===== src/egbw_pkg.sv =====
package egbw_pkg;

    // Payload word width used by the coder.
    localparam int VALUE_WIDTH = 32;
    // Bit length of a code number, 0..VALUE_WIDTH.
    localparam int LEN_W       = $clog2(VALUE_WIDTH + 1);
    // Left-justified bit string of one item (at most 63 bits).
    localparam int CODE_W      = 64;
    localparam int CNT_W       = 6;
    localparam int SHIFT_W     = 7;
    // Packer accumulator: 7 leftover bits plus 63 new bits fit in 72.
    localparam int ACC_W       = CODE_W + 8;
    localparam int ACC_CNT_W   = 7;
    // Decoupling queue between front and back.
    localparam int QUEUE_DEPTH = 4;
    localparam int QPTR_W      = $clog2(QUEUE_DEPTH);
    localparam int QCNT_W      = $clog2(QUEUE_DEPTH + 1);

    localparam logic [1:0] MODE_RAW   = 2'd0;
    localparam logic [1:0] MODE_UE    = 2'd1;
    localparam logic [1:0] MODE_SE    = 2'd2;
    localparam logic [1:0] MODE_ALIGN = 2'd3;

    typedef enum logic [1:0] {
        KIND_RAW,
        KIND_GOLOMB,
        KIND_ALIGN
    } t_kind;

    // One classified item: bits left-justified in word, count of valid bits,
    // align marks a byte-align request resolved by the back end.
    typedef struct packed {
        logic [CODE_W-1:0] word;
        logic [CNT_W-1:0]  count;
        logic              align;
    } t_entry;

endpackage


===== src/egbw_front.sv =====
module egbw_front import egbw_pkg::*; (
    input  logic        i_clk,
    input  logic        i_rst_n,
    input  logic        i_valid,
    output logic        o_ready,
    input  logic [1:0]  i_mode,
    input  logic [31:0] i_value,
    input  logic [5:0]  i_bit_count,
    output logic        o_valid,
    input  logic        i_ready,
    output t_entry      o_entry
);

    // stage 1: code number
    logic                   r_s1_valid;
    t_kind                  r_s1_kind;
    logic [VALUE_WIDTH-1:0] r_s1_x;
    logic [5:0]             r_s1_bc;
    t_kind                  n_s1_kind;
    logic [VALUE_WIDTH-1:0] n_s1_x;
    logic [VALUE_WIDTH-1:0] v;
    logic [VALUE_WIDTH-1:0] v2;

    // stage 2: length and placement
    logic                   r_s2_valid;
    logic [VALUE_WIDTH-1:0] r_s2_x;
    logic [SHIFT_W-1:0]     r_s2_shift;
    logic [CNT_W-1:0]       r_s2_count;
    logic                   r_s2_align;
    logic [LEN_W-1:0]       len;
    logic [SHIFT_W-1:0]     n_s2_shift;
    logic [CNT_W-1:0]       n_s2_count;

    logic s1_ready;
    logic s2_ready;

    assign s2_ready = !r_s2_valid || i_ready;
    assign s1_ready = !r_s1_valid || s2_ready;
    assign o_ready  = s1_ready;

    assign v  = i_value[VALUE_WIDTH-1:0];
    assign v2 = {v[VALUE_WIDTH-2:0], 1'b0};

    always_comb begin
        n_s1_kind = KIND_RAW;
        n_s1_x    = v;
        unique case (i_mode)
            MODE_RAW: begin
                n_s1_kind = KIND_RAW;
                n_s1_x    = v;
            end
            MODE_UE: begin
                n_s1_kind = KIND_GOLOMB;
                n_s1_x    = v + VALUE_WIDTH'(1);
            end
            MODE_SE: begin
                n_s1_kind = KIND_GOLOMB;
                // code number plus one: 2v for positive v, 1-2v for zero and negative
                if (!v[VALUE_WIDTH-1] && (v != '0)) begin
                    n_s1_x = v2;
                end else begin
                    n_s1_x = VALUE_WIDTH'(1) - v2;
                end
            end
            MODE_ALIGN: begin
                n_s1_kind = KIND_ALIGN;
                n_s1_x    = '0;
            end
            default: begin
                n_s1_kind = KIND_RAW;
                n_s1_x    = v;
            end
        endcase
    end

    always_ff @(posedge i_clk) begin
        if (!i_rst_n) begin
            r_s1_valid <= 1'b0;
        end else if (s1_ready) begin
            r_s1_valid <= i_valid;
        end
    end

    always_ff @(posedge i_clk) begin
        if (i_valid && s1_ready) begin
            r_s1_kind <= n_s1_kind;
            r_s1_x    <= n_s1_x;
            r_s1_bc   <= i_bit_count;
        end
    end

    // bit length of the code number: highest set bit wins
    always_comb begin
        len = '0;
        for (int i = 0; i < VALUE_WIDTH; i++) begin
            if (r_s1_x[i]) begin
                len = LEN_W'(i + 1);
            end
        end
    end

    always_comb begin
        n_s2_count = '0;
        n_s2_shift = SHIFT_W'(CODE_W);
        unique case (r_s1_kind)
            KIND_RAW: begin
                n_s2_count = CNT_W'(r_s1_bc);
                n_s2_shift = SHIFT_W'(CODE_W) - SHIFT_W'(r_s1_bc);
            end
            KIND_GOLOMB: begin
                // len-1 zeros then len bits of x: x itself in 2*len-1 bits
                if (len != '0) begin
                    n_s2_count = CNT_W'({len, 1'b0} - 1'b1);
                    n_s2_shift = SHIFT_W'(CODE_W + 1) - SHIFT_W'({len, 1'b0});
                end
            end
            KIND_ALIGN: begin
                n_s2_count = '0;
            end
            default: begin
                n_s2_count = '0;
            end
        endcase
    end

    always_ff @(posedge i_clk) begin
        if (!i_rst_n) begin
            r_s2_valid <= 1'b0;
        end else if (s2_ready) begin
            r_s2_valid <= r_s1_valid;
        end
    end

    always_ff @(posedge i_clk) begin
        if (r_s1_valid && s2_ready) begin
            r_s2_x     <= r_s1_x;
            r_s2_shift <= n_s2_shift;
            r_s2_count <= n_s2_count;
            r_s2_align <= (r_s1_kind == KIND_ALIGN);
        end
    end

    assign o_valid       = r_s2_valid;
    assign o_entry.word  = CODE_W'(r_s2_x) << r_s2_shift;
    assign o_entry.count = r_s2_count;
    assign o_entry.align = r_s2_align;

endmodule


===== src/egbw_queue.sv =====
module egbw_queue import egbw_pkg::*; (
    input  logic   i_clk,
    input  logic   i_rst_n,
    input  logic   i_valid,
    output logic   o_ready,
    input  t_entry i_entry,
    output logic   o_valid,
    input  logic   i_ready,
    output t_entry o_entry
);

    t_entry            r_mem [QUEUE_DEPTH];
    logic [QPTR_W-1:0] r_wr_ptr;
    logic [QPTR_W-1:0] r_rd_ptr;
    logic [QCNT_W-1:0] r_fill;
    logic              push;
    logic              pop;

    assign o_ready = (r_fill != QCNT_W'(QUEUE_DEPTH));
    assign o_valid = (r_fill != '0);
    assign push    = i_valid && o_ready;
    assign pop     = o_valid && i_ready;
    assign o_entry = r_mem[r_rd_ptr];

    always_ff @(posedge i_clk) begin
        if (!i_rst_n) begin
            r_wr_ptr <= '0;
            r_rd_ptr <= '0;
            r_fill   <= '0;
        end else begin
            if (push) begin
                r_wr_ptr <= r_wr_ptr + 1'b1;
            end
            if (pop) begin
                r_rd_ptr <= r_rd_ptr + 1'b1;
            end
            if (push && !pop) begin
                r_fill <= r_fill + 1'b1;
            end else if (pop && !push) begin
                r_fill <= r_fill - 1'b1;
            end
        end
    end

    always_ff @(posedge i_clk) begin
        if (push) begin
            r_mem[r_wr_ptr] <= i_entry;
        end
    end

endmodule


===== src/egbw_back.sv =====
module egbw_back import egbw_pkg::*; (
    input  logic       i_clk,
    input  logic       i_rst_n,
    input  logic       i_valid,
    output logic       o_ready,
    input  t_entry     i_entry,
    output logic       o_tvalid,
    input  logic       i_tready,
    output logic [7:0] o_tdata,
    output logic       o_tlast
);

    // bits pending, left-justified at the top; bits below r_cnt stay zero
    logic [ACC_W-1:0]     r_acc;
    logic [ACC_CNT_W-1:0] r_cnt;
    logic                 r_out_valid;
    logic [7:0]           r_out_byte;
    logic                 r_out_last;

    logic                 emit;
    logic                 load;
    logic [ACC_W-1:0]     acc_e;
    logic [ACC_CNT_W-1:0] cnt_e;
    logic [ACC_W-1:0]     ins;
    logic [2:0]           pad_cnt;
    logic [ACC_CNT_W-1:0] add_cnt;
    logic [ACC_W-1:0]     n_acc;
    logic [ACC_CNT_W-1:0] n_cnt;

    always_comb begin
        emit    = (r_cnt >= ACC_CNT_W'(8)) && (!r_out_valid || i_tready);
        acc_e   = emit ? (r_acc << 8) : r_acc;
        cnt_e   = emit ? (r_cnt - ACC_CNT_W'(8)) : r_cnt;
        // a new item joins only the leftover partial byte
        load    = i_valid && (cnt_e < ACC_CNT_W'(8));
        ins     = {i_entry.word, 8'b0} >> cnt_e[2:0];
        pad_cnt = 3'd0 - cnt_e[2:0];
        add_cnt = i_entry.align ? ACC_CNT_W'(pad_cnt) : ACC_CNT_W'(i_entry.count);
        n_acc   = load ? (acc_e | ins) : acc_e;
        n_cnt   = load ? (cnt_e + add_cnt) : cnt_e;
    end

    assign o_ready = load;

    always_ff @(posedge i_clk) begin
        if (!i_rst_n) begin
            r_acc       <= '0;
            r_cnt       <= '0;
            r_out_valid <= 1'b0;
        end else begin
            r_acc <= n_acc;
            r_cnt <= n_cnt;
            if (emit) begin
                r_out_valid <= 1'b1;
            end else if (i_tready) begin
                r_out_valid <= 1'b0;
            end
        end
    end

    always_ff @(posedge i_clk) begin
        if (emit) begin
            r_out_byte <= r_acc[ACC_W-1 -: 8];
            // fewer than 8 bits left afterwards: final byte of its item
            r_out_last <= (r_cnt < ACC_CNT_W'(16));
        end
    end

    assign o_tvalid = r_out_valid;
    assign o_tdata  = r_out_byte;
    assign o_tlast  = r_out_last;

endmodule


===== src/exp_golomb_bit_writer.sv =====
// Exp-Golomb bitstream writer for video header syntax.
//
// Input stream: one item per handshake (tvalid & tready). Each item is a
// raw bit field, an unsigned or signed order-0 Exp-Golomb code, or a
// request to pad with zeros up to the next byte boundary.
// Output stream: one completed byte per handshake, first written bit in the
// MSB; tlast flags the final byte completed by an input item. An item that
// completes no byte produces nothing on the output.
//
// Front end: two register stages (code number, then length and left
// justification) feed a 4-entry queue. Back end: a 72-bit accumulator
// that merges each item behind the leftover partial byte and drains one
// byte per cycle, while the receiver takes them, into an output register.
// The back end takes one item per cycle while items complete at most one
// byte and the receiver takes every byte; an item completing more bytes
// holds the back end until they have drained, up to 8 bytes for one item.
// Reset (synchronous, active low) empties the pipeline and queue and
// clears the partial byte. When the receiver stalls the output register
// holds its byte, the accumulator and queue fill, and tready on the input
// drops once the queue and both front stages are full.
module exp_golomb_bit_writer import egbw_pkg::*; (
    input  logic        i_clk,
    input  logic        i_rst_n,
    input  logic        i_s_axis_tvalid,
    output logic        o_s_axis_tready,
    // [1:0] mode, [33:2] value, [39:34] bit_count
    input  logic [39:0] i_s_axis_tdata,
    output logic        o_m_axis_tvalid,
    input  logic        i_m_axis_tready,
    // [7:0] out_byte
    output logic [7:0]  o_m_axis_tdata,
    output logic        o_m_axis_tlast
);

    logic   front_valid;
    logic   front_ready;
    t_entry front_entry;
    logic   queue_valid;
    logic   queue_ready;
    t_entry queue_entry;

    // classify and place the bits of each item
    egbw_front u_front (
        .i_clk       (i_clk),
        .i_rst_n     (i_rst_n),
        .i_valid     (i_s_axis_tvalid),
        .o_ready     (o_s_axis_tready),
        .i_mode      (i_s_axis_tdata[1:0]),
        .i_value     (i_s_axis_tdata[33:2]),
        .i_bit_count (i_s_axis_tdata[39:34]),
        .o_valid     (front_valid),
        .i_ready     (front_ready),
        .o_entry     (front_entry)
    );

    // lets the front keep accepting while the back drains long codes
    egbw_queue u_queue (
        .i_clk   (i_clk),
        .i_rst_n (i_rst_n),
        .i_valid (front_valid),
        .o_ready (front_ready),
        .i_entry (front_entry),
        .o_valid (queue_valid),
        .i_ready (queue_ready),
        .o_entry (queue_entry)
    );

    // byte packer with registered output
    egbw_back u_back (
        .i_clk    (i_clk),
        .i_rst_n  (i_rst_n),
        .i_valid  (queue_valid),
        .o_ready  (queue_ready),
        .i_entry  (queue_entry),
        .o_tvalid (o_m_axis_tvalid),
        .i_tready (i_m_axis_tready),
        .o_tdata  (o_m_axis_tdata),
        .o_tlast  (o_m_axis_tlast)
    );

endmodule


===== config.mk =====
export PLATFORM = sky130hd
export DESIGN_NAME = exp_golomb_bit_writer
export DESIGN_NICKNAME = d
export VERILOG_FILES = /design/src/egbw_pkg.sv /design/src/egbw_front.sv /design/src/egbw_queue.sv /design/src/egbw_back.sv /design/src/exp_golomb_bit_writer.sv
export SDC_FILE = /design/constraint.sdc
export NUM_CORES = 1
export LEC_CHECK = 0
export BUFFER_PORTS_ARGS = -buffer_cell sky130_fd_sc_hd__buf_2
export CORE_MARGIN = 4
export CORE_UTILIZATION = 24
export DETAILED_ROUTE_END_ITERATION = 16
export SLEW_MARGIN = 20
export SYNTH_ARGS = -nofsm -noshare
export SYNTH_HDL_FRONTEND = slang
export SYNTH_SLANG_ARGS = --single-unit

===== constraint.sdc =====
create_clock -name i_clk -period 4.9 [get_ports i_clk]
set_input_delay 0 -clock i_clk [delete_from_list [all_inputs] [get_ports i_clk]]
set_output_delay 0 -clock i_clk [all_outputs]
set_load 0.05 [all_outputs]

# --- After elaboration in Yosys (flattened, before gate mapping) ---
# Memories as Yosys holds them, arrays and structs flattened. A register that Yosys moved wholly into a read port is not among the register bits.
# Index checks and enable logic that the tools add are counted.
word_totals:
  regBits: 184
  mem_bits_rw: 284
  input_bits: 44
  elab_cells: 120
  mem_count: 1
classes:
  add_sub_neg: 12
  n_lt_le_gt_ge: 3
  eq_ne: 6
  n_shift: 2
  n_mux: 52
  bitwise: 1
  n_reduce_logical: 26
memory_table:
  columns: ["memory", "words", "width", "read_ports", "rd_ports_with_merged_regs", "wr", "line", "source"]
  rows:
  - ["u_queue.r_mem", 4, 71, 1, 1, 1, "egbw_queue.sv:12", "t_entry r_mem [QUEUE_DEPTH];"]
op_table:
  columns: ["op", "n"]
  rows:
  - ["72-bit 2-to-1 mux", 2]
  - ["32-bit one-hot mux with 4 select lines", 1]
  - ["5-bit 2-to-1 mux", 16]
  - ["72-bit bitwise OR", 1]
  - ["72-bit by 3-bit right shift with 72-bit output", 1]
  - ["32-bit by 7-bit left shift with 64-bit output", 1]
  - ["32-bit by 1-bit adder with 32-bit output (second input constant)", 1]
  - ["32-bit 2-to-1 mux", 1]
  - ["4-bit 2-to-1 mux", 8]
  - ["32-bit nonzero test", 1]
  - ["1-bit by 32-bit subtractor with 32-bit output (first input constant)", 1]
  - ["7-bit 2-to-1 mux", 3]
  - ["3-bit 2-to-1 mux", 6]
  - ["6-bit 2-to-1 mux", 3]
  - ["7-bit one-hot mux with 2 select lines", 1]
  - ["6-bit one-hot mux with 2 select lines", 1]
  - ["1-bit logical AND", 9]
  - ["2-bit 2-to-1 mux", 4]
  - ["7-bit adder", 1]
  - ["7-bit by 4-bit greater-or-equal comparator with 1-bit output (second input constant)", 1]
  - ["7-bit by 4-bit less-than comparator with 1-bit output (second input constant)", 1]
  - ["7-bit by 5-bit less-than comparator with 1-bit output (second input constant)", 1]
  - ["7-bit by 4-bit subtractor with 7-bit output (second input constant)", 1]
  - ["7-bit by 6-bit subtractor with 7-bit output (first input constant)", 1]
  - ["18 further kinds", 35]

# --- Depth between registers and ports, before layout ---
depth:
  ltp_word: 35
  mapped_depth: 20
  mapped_depth_nobuf: 16

# --- By module ---
# A second synthesis with hierarchy kept.
unflattened:
  hier_cells: 1903
  hier_area_um2: 24911.4
modules_own_cells:
  columns: ["mod", "instances", "cells_each", "area_per_inst_um2", "seq_area_each_um2"]
  rows:
  - ["egbw_queue", 1, 419, 10800.4, 8708.4]
  - ["egbw_front", 1, 873, 7887.6, 2592.5]
  - ["egbw_back", 1, 611, 6223.5, 1871.8]

# --- Least setup slack after synthesis ---
# OpenSTA, ideal clock, no wires.
synth_timing:
  path_kind: "flip-flop to flip-flop"
  from: "register u_back.r_cnt[0]"
  to: "register u_queue.r_fill[2]"
  setup_time_ns: 0.070
  arrival_time_ns: 3.491
  required_time_ns: 4.830
  path_slack_ns: 1.339
  stages_incl_launch_ff: 19
  n_path_buf: 4
  period_less_slack_ns: 3.561
  path_cell_list: "dfxtp_1 > inv_1 > clkbuf_1 > clkbuf_1 > ha_1 > ha_1 > a211oi_2 > nor4b_1 > nor3_1 > and3_1 > buf_2 > inv_2 > buf_2 > ha_1 > inv_1 > fa_1 > xor2_1 > or3_1 > a21oi_1"
synth_via:
  elab_chain_cells: 9
  word_cells_on_any_way: 12
  cone_classes: "add/sub: 1; order compare: 2; mux: 2; reduce/logical: 7"
synth_rtl:
  columns: ["element", "line", "source"]
  rows:
  - ["start, declared", "egbw_back.sv:15", "logic [ACC_CNT_W-1:0] r_cnt;"]
  - ["start signal, assigned", "egbw_back.sv:52", "r_cnt <= n_cnt;"]
  - ["7-bit by 4-bit greater-or-equal comparator with 1-bit output", "egbw_back.sv:31", "emit = (r_cnt >= ACC_CNT_W'(8)) && (!r_out_valid || i_tready);"]
  - ["1-bit logical AND", "egbw_back.sv:31", null]
  - ["7-bit 2-to-1 mux *", "egbw_back.sv:33", "cnt_e = emit ? (r_cnt - ACC_CNT_W'(8)) : r_cnt;"]
  - ["7-bit by 4-bit less-than comparator with 1-bit output *", "egbw_back.sv:35", "load = i_valid && (cnt_e < ACC_CNT_W'(8));"]
  - ["1-bit logical AND *", "egbw_back.sv:35", null]
  - ["1-bit logical AND *", "egbw_queue.sv:22", "assign pop = o_valid && i_ready;"]
  - ["1-bit zero test", "egbw_queue.sv:37", "if (push && !pop) begin"]
  - ["1-bit logical AND", "egbw_queue.sv:37", null]
  - ["3-bit 2-to-1 mux or 2-bit nonzero test (tied branches)", null, null]
  - ["end signal, assigned", "egbw_queue.sv:38", "r_fill <= r_fill + 1'b1;"]
  - ["end signal, assigned", "egbw_queue.sv:40", "r_fill <= r_fill - 1'b1;"]
  - ["end, declared", "egbw_queue.sv:15", "logic [QCNT_W-1:0] r_fill;"]
# Every way passes the cells marked *; elsewhere a longest branch is shown, timed or not.
# A chain may end at the register's enable or synchronous reset.

# --- Final worst setup path ---
layout_timing:
  from: "register u_back.r_cnt[2]"
  to: "register u_queue.r_fill[2]"
# Same word-level chain as after synthesis.

==> metrics.csv <==
stage,metric,value,unit
outcome,status,"complete, no violations",
finish,layout.nets,2106,
power,p_leak,0.00937,uW
setup_path,cp_slowest_cell,dfxtp_1,
grt,grt_pass1_vias,16100,
finish,drive_gt1_frac,0.157,
synth,synth_edf_count,378,
cts,cts-root-buf,clkbuf_16,
setup_path,crit_buf_inv,4,
placed_design,dp_hpwl,41500,um
detailed_routing,drt_first_pass_iters,5,
setup_path,startpoint_type,register,
timing,period_needed,4.00,ns
min_path,hold_class,input port to register,
cts,htreeDepth,2,
synth,syn_area,24100,um^2
synth,ys_types,84,
timing,fin_crit_sh,0.816,
cts,post-cts-setup-buffers,0,
detailed_routing,routed_wl,61400,um
timing,finalSetupViolations,0,
grt,antenna_found_initial,1,
detailed_routing,wl_per_cell,18.3,um
cts,clock_latency,0.57,ns
timing,finalSetupTns,0,ns
die,core_area,99000,um^2
cts,cts_tree,done,
timing,tightestPinTransition,1.09,ns
timing,whs,0.0952,ns
timing,rsz0062_at_grt,false,
setup_path,slowest_delay,0.60,ns
finish,antennaDiodeCount,0,
die,dieWidth,325,um
setup_path,path_delay_family,simple AND/OR/NAND/NOR gates,
setup_path,crit_type,register to register,
setup_path,arrival,4.48,ns
die,die-height,325,um
timing,relSlewSlack,0.277,
timing,timing.final.max_slew_violations,0,
timing,timing.final.ws_setup,0.900,ns
grt,grt_max_degree,87,
min_path,holdPathStages,4,
detailed_routing,drt_iter0_markers,1622,
setup_path,worstPathMaxFanout,17,
setup_path,cp-end-kind,register,
placed_design,place_ws,0.972,ns
grt,grt_usage,0.111,
grt,grt_pass1_wl,95600,um
setup_path,reg2reg_depth,15,
timing,hold_viol_final,0,
power,power.density,442,nW/um^2
detailed_routing,antenna_left,0,
setup_path,crit_cells,15,
placed_design,gp_congestion,0.914,
synth,syn_inst,2000,
synth,synth.avg_cell_area,12.0,um^2
detailed_routing,drc,0,
run,drv_cap,0,
power,max-vdd-ir-drop,0.285,mV
grt,grt_overflow_total,0,
setup_path,crit_required,5.38,ns
die,dieArea,105000,um^2
cts,cts.clk_slew.worst_paths,0.06,ns
cts,cts-resized-gates,0,
timing,finClkSkew,0.0171,ns
cts,clock_sinks,469,
power,power,12200,uW
synth,syn-num-nets,2069,
synth,async_flop_share,0,
cts,ctsHoldBuffers,54,
placed_design,numPortBuffers,54,
synth,synth-seq-cells,469,
setup_path,crit_chain,inv_1 -> ha_1 -> a211oi_2 -> nand2_1 -> nand2_2 -> clkinv_2 -> o31ai_2 -> and3_1 -> inv_2 -> ha_1 -> inv_1 -> fa_1 -> xor2_1 -> or3_1 -> a21oi_1,
cts,numCtsBuffers,46,
timing,fmax,250,MHz
cts,max-clock-path-buffers,3,
die,rows,115,
finish,fin_util,0.279,
die,start_util,0.243,
finish,syn2layout_area_growth,14.7,%
synth,synth_warnings,0,
synth,synth_ff_type,edfxtp_1,
detailed_routing,viasPerCell,5.00,
detailed_routing,vias,16800,
synth,yosysSeqAreaShare,0.547,
die,ios,55,
[flip-flops by register name (all words and copies together) (netlist names), 6 cells and up, named ones only]
register,cells
u_front.r_s2_shift,6
u_queue.r_mem,284
u_back.r_cnt,7
u_back.r_acc,72
u_back.o_tdata,8
u_front.r_s2_x,32
u_front.r_s1_x,32
u_front.r_s2_count,6
u_front.r_s1_bc,6
[cells by family (layout without fill, tap and decap cells)]
kind of cell | Yosys count | after routing | synth area share
AOI/OAI and AO/OA | 455 | 455 | 0.129
adders and majority gates | 25 | 25 | 0.0136
and+or+nand+nor | 575 | 575 | 0.108
DFF | 469 | 469 | 0.547
buffers and inverters | 197 | 267 | 0.0334
xor gates and xnor gates | 41 | 41 | 0.0149
muxes | 238 | 238 | 0.153
[synthesized netlist by cell type, types with 8 or more instances]
| master | instances | area (um^2) |
|---|---|---|
| a21o_1 | 16 | 120 |
| a21oi_1 | 66 | 330 |
| a31oi_1 | 18 | 113 |
| and2_1 | 12 | 75.1 |
| and3_1 | 8 | 50.1 |
| buf_1 | 15 | 56.3 |
| buf_2 | 24 | 120 |
| clkbuf_1 | 105 | 394 |
| dfxtp_1 | 91 | 1820 |
| edfxtp_1 | 378 | 11400 |
| ha_1 | 23 | 288 |
| inv_1 | 40 | 150 |
| mux2_2 | 42 | 473 |
| mux2i_1 | 96 | 961 |
| mux4_2 | 100 | 2250 |
| nand2_1 | 280 | 1050 |
| nand3_1 | 20 | 100 |
| nand4_1 | 13 | 81.3 |
| nor2_1 | 122 | 458 |
| nor2b_1 | 14 | 87.6 |
| nor3_1 | 42 | 210 |
| nor4_1 | 13 | 81.3 |
| o211ai_1 | 11 | 82.6 |
| o21ai_0 | 52 | 260 |
| o21ai_1 | 16 | 80.1 |
| o22ai_1 | 123 | 769 |
| o31ai_1 | 9 | 67.6 |
| o32ai_1 | 58 | 508 |
| or4_1 | 14 | 105 |
| xnor2_1 | 20 | 175 |
| xor2_1 | 21 | 184 |
[where the power goes]
part,internal (uW),total [uW],leakage [uW],switching [uW]
Combinational,1430,3710,0.00433,2270
Sequential,4700,4970,0.00433,273
Clock,2030,3520,0.000711,1490
[worst register-to-register path: stages (launching register included)]
cell      delay (ns)
dfxtp_1         0.60
inv_1           0.35
ha_1            0.31
a211oi_2        0.31
nand2_1         0.11
nand2_2         0.29
clkinv_2        0.29
o31ai_2         0.26
and3_1          0.23
inv_2           0.13
ha_1            0.26
inv_1           0.08
fa_1            0.17
xor2_1          0.07
or3_1           0.31
a21oi_1         0.14
[per-layer routing]
metal,routed length [um],vias up,GRT usage
met4,1140,0,0.0231
met1,29100,8300,0.164
met3,3870,83,0.0221
li1,-,7835,-
met2,27300,563,0.170
met5,0,-,0
[through the flow]
step | area (um^2) | instances
6_report | 27600 | 3357
5_1_grt | 27600 | 3357
4_1_cts | 27600 | 3357
3_5_place_dp | 25600 | 3222
3_3_place_gp | 25600 | 3222
2_1_floorplan | 24100 | 2000
[final timing paths]
path | startpoint | to | slack [ns]
max | u_back.r_cnt[2] | u_queue.r_fill[2] | 0.90
min | i_s_axis_tdata[23] | u_front.r_s1_x[23] | 0.1
max reg2reg | u_back.r_cnt[2] | u_queue.r_fill[2] | 0.90
min reg2reg | u_back.r_acc[69] | u_back.o_tdata[5] | 0.43
[layout by cell type, fill, tap and decap left out, types with 16 or more instances in the layout]
cell,synthesis,final
edfxtp_1,378,378
nand2_1,280,280
o22ai_1,123,123
nor2_1,122,122
mux4_2,100,100
mux2i_1,96,96
dfxtp_1,91,88
a21oi_1,66,66
o32ai_1,58,58
dlygate4sd3_1,0,54
buf_2,24,54
o21ai_0,52,52
clkbuf_16,0,49
nor3_1,42,42
mux2_2,42,42
inv_1,40,39
buf_4,3,32
ha_1,23,23
xor2_1,21,21
xnor2_1,20,20
nand3_1,20,20
a31oi_1,18,18
a21o_1,16,16
o21ai_1,16,16
[layout make-up]
class                           count  area, um^2
Multi-Input combinational cell   1334       10100
Inverter                           46         174
Timing Repair Buffer              140        1050
Fill cell                       10200       71400
Tap cell                         1287        1610
Sequential cell                   469       13200
Clock inverter                     18         191
Clock buffer                       63        1280
No activity file was read; power rests on OpenSTA's default activity.
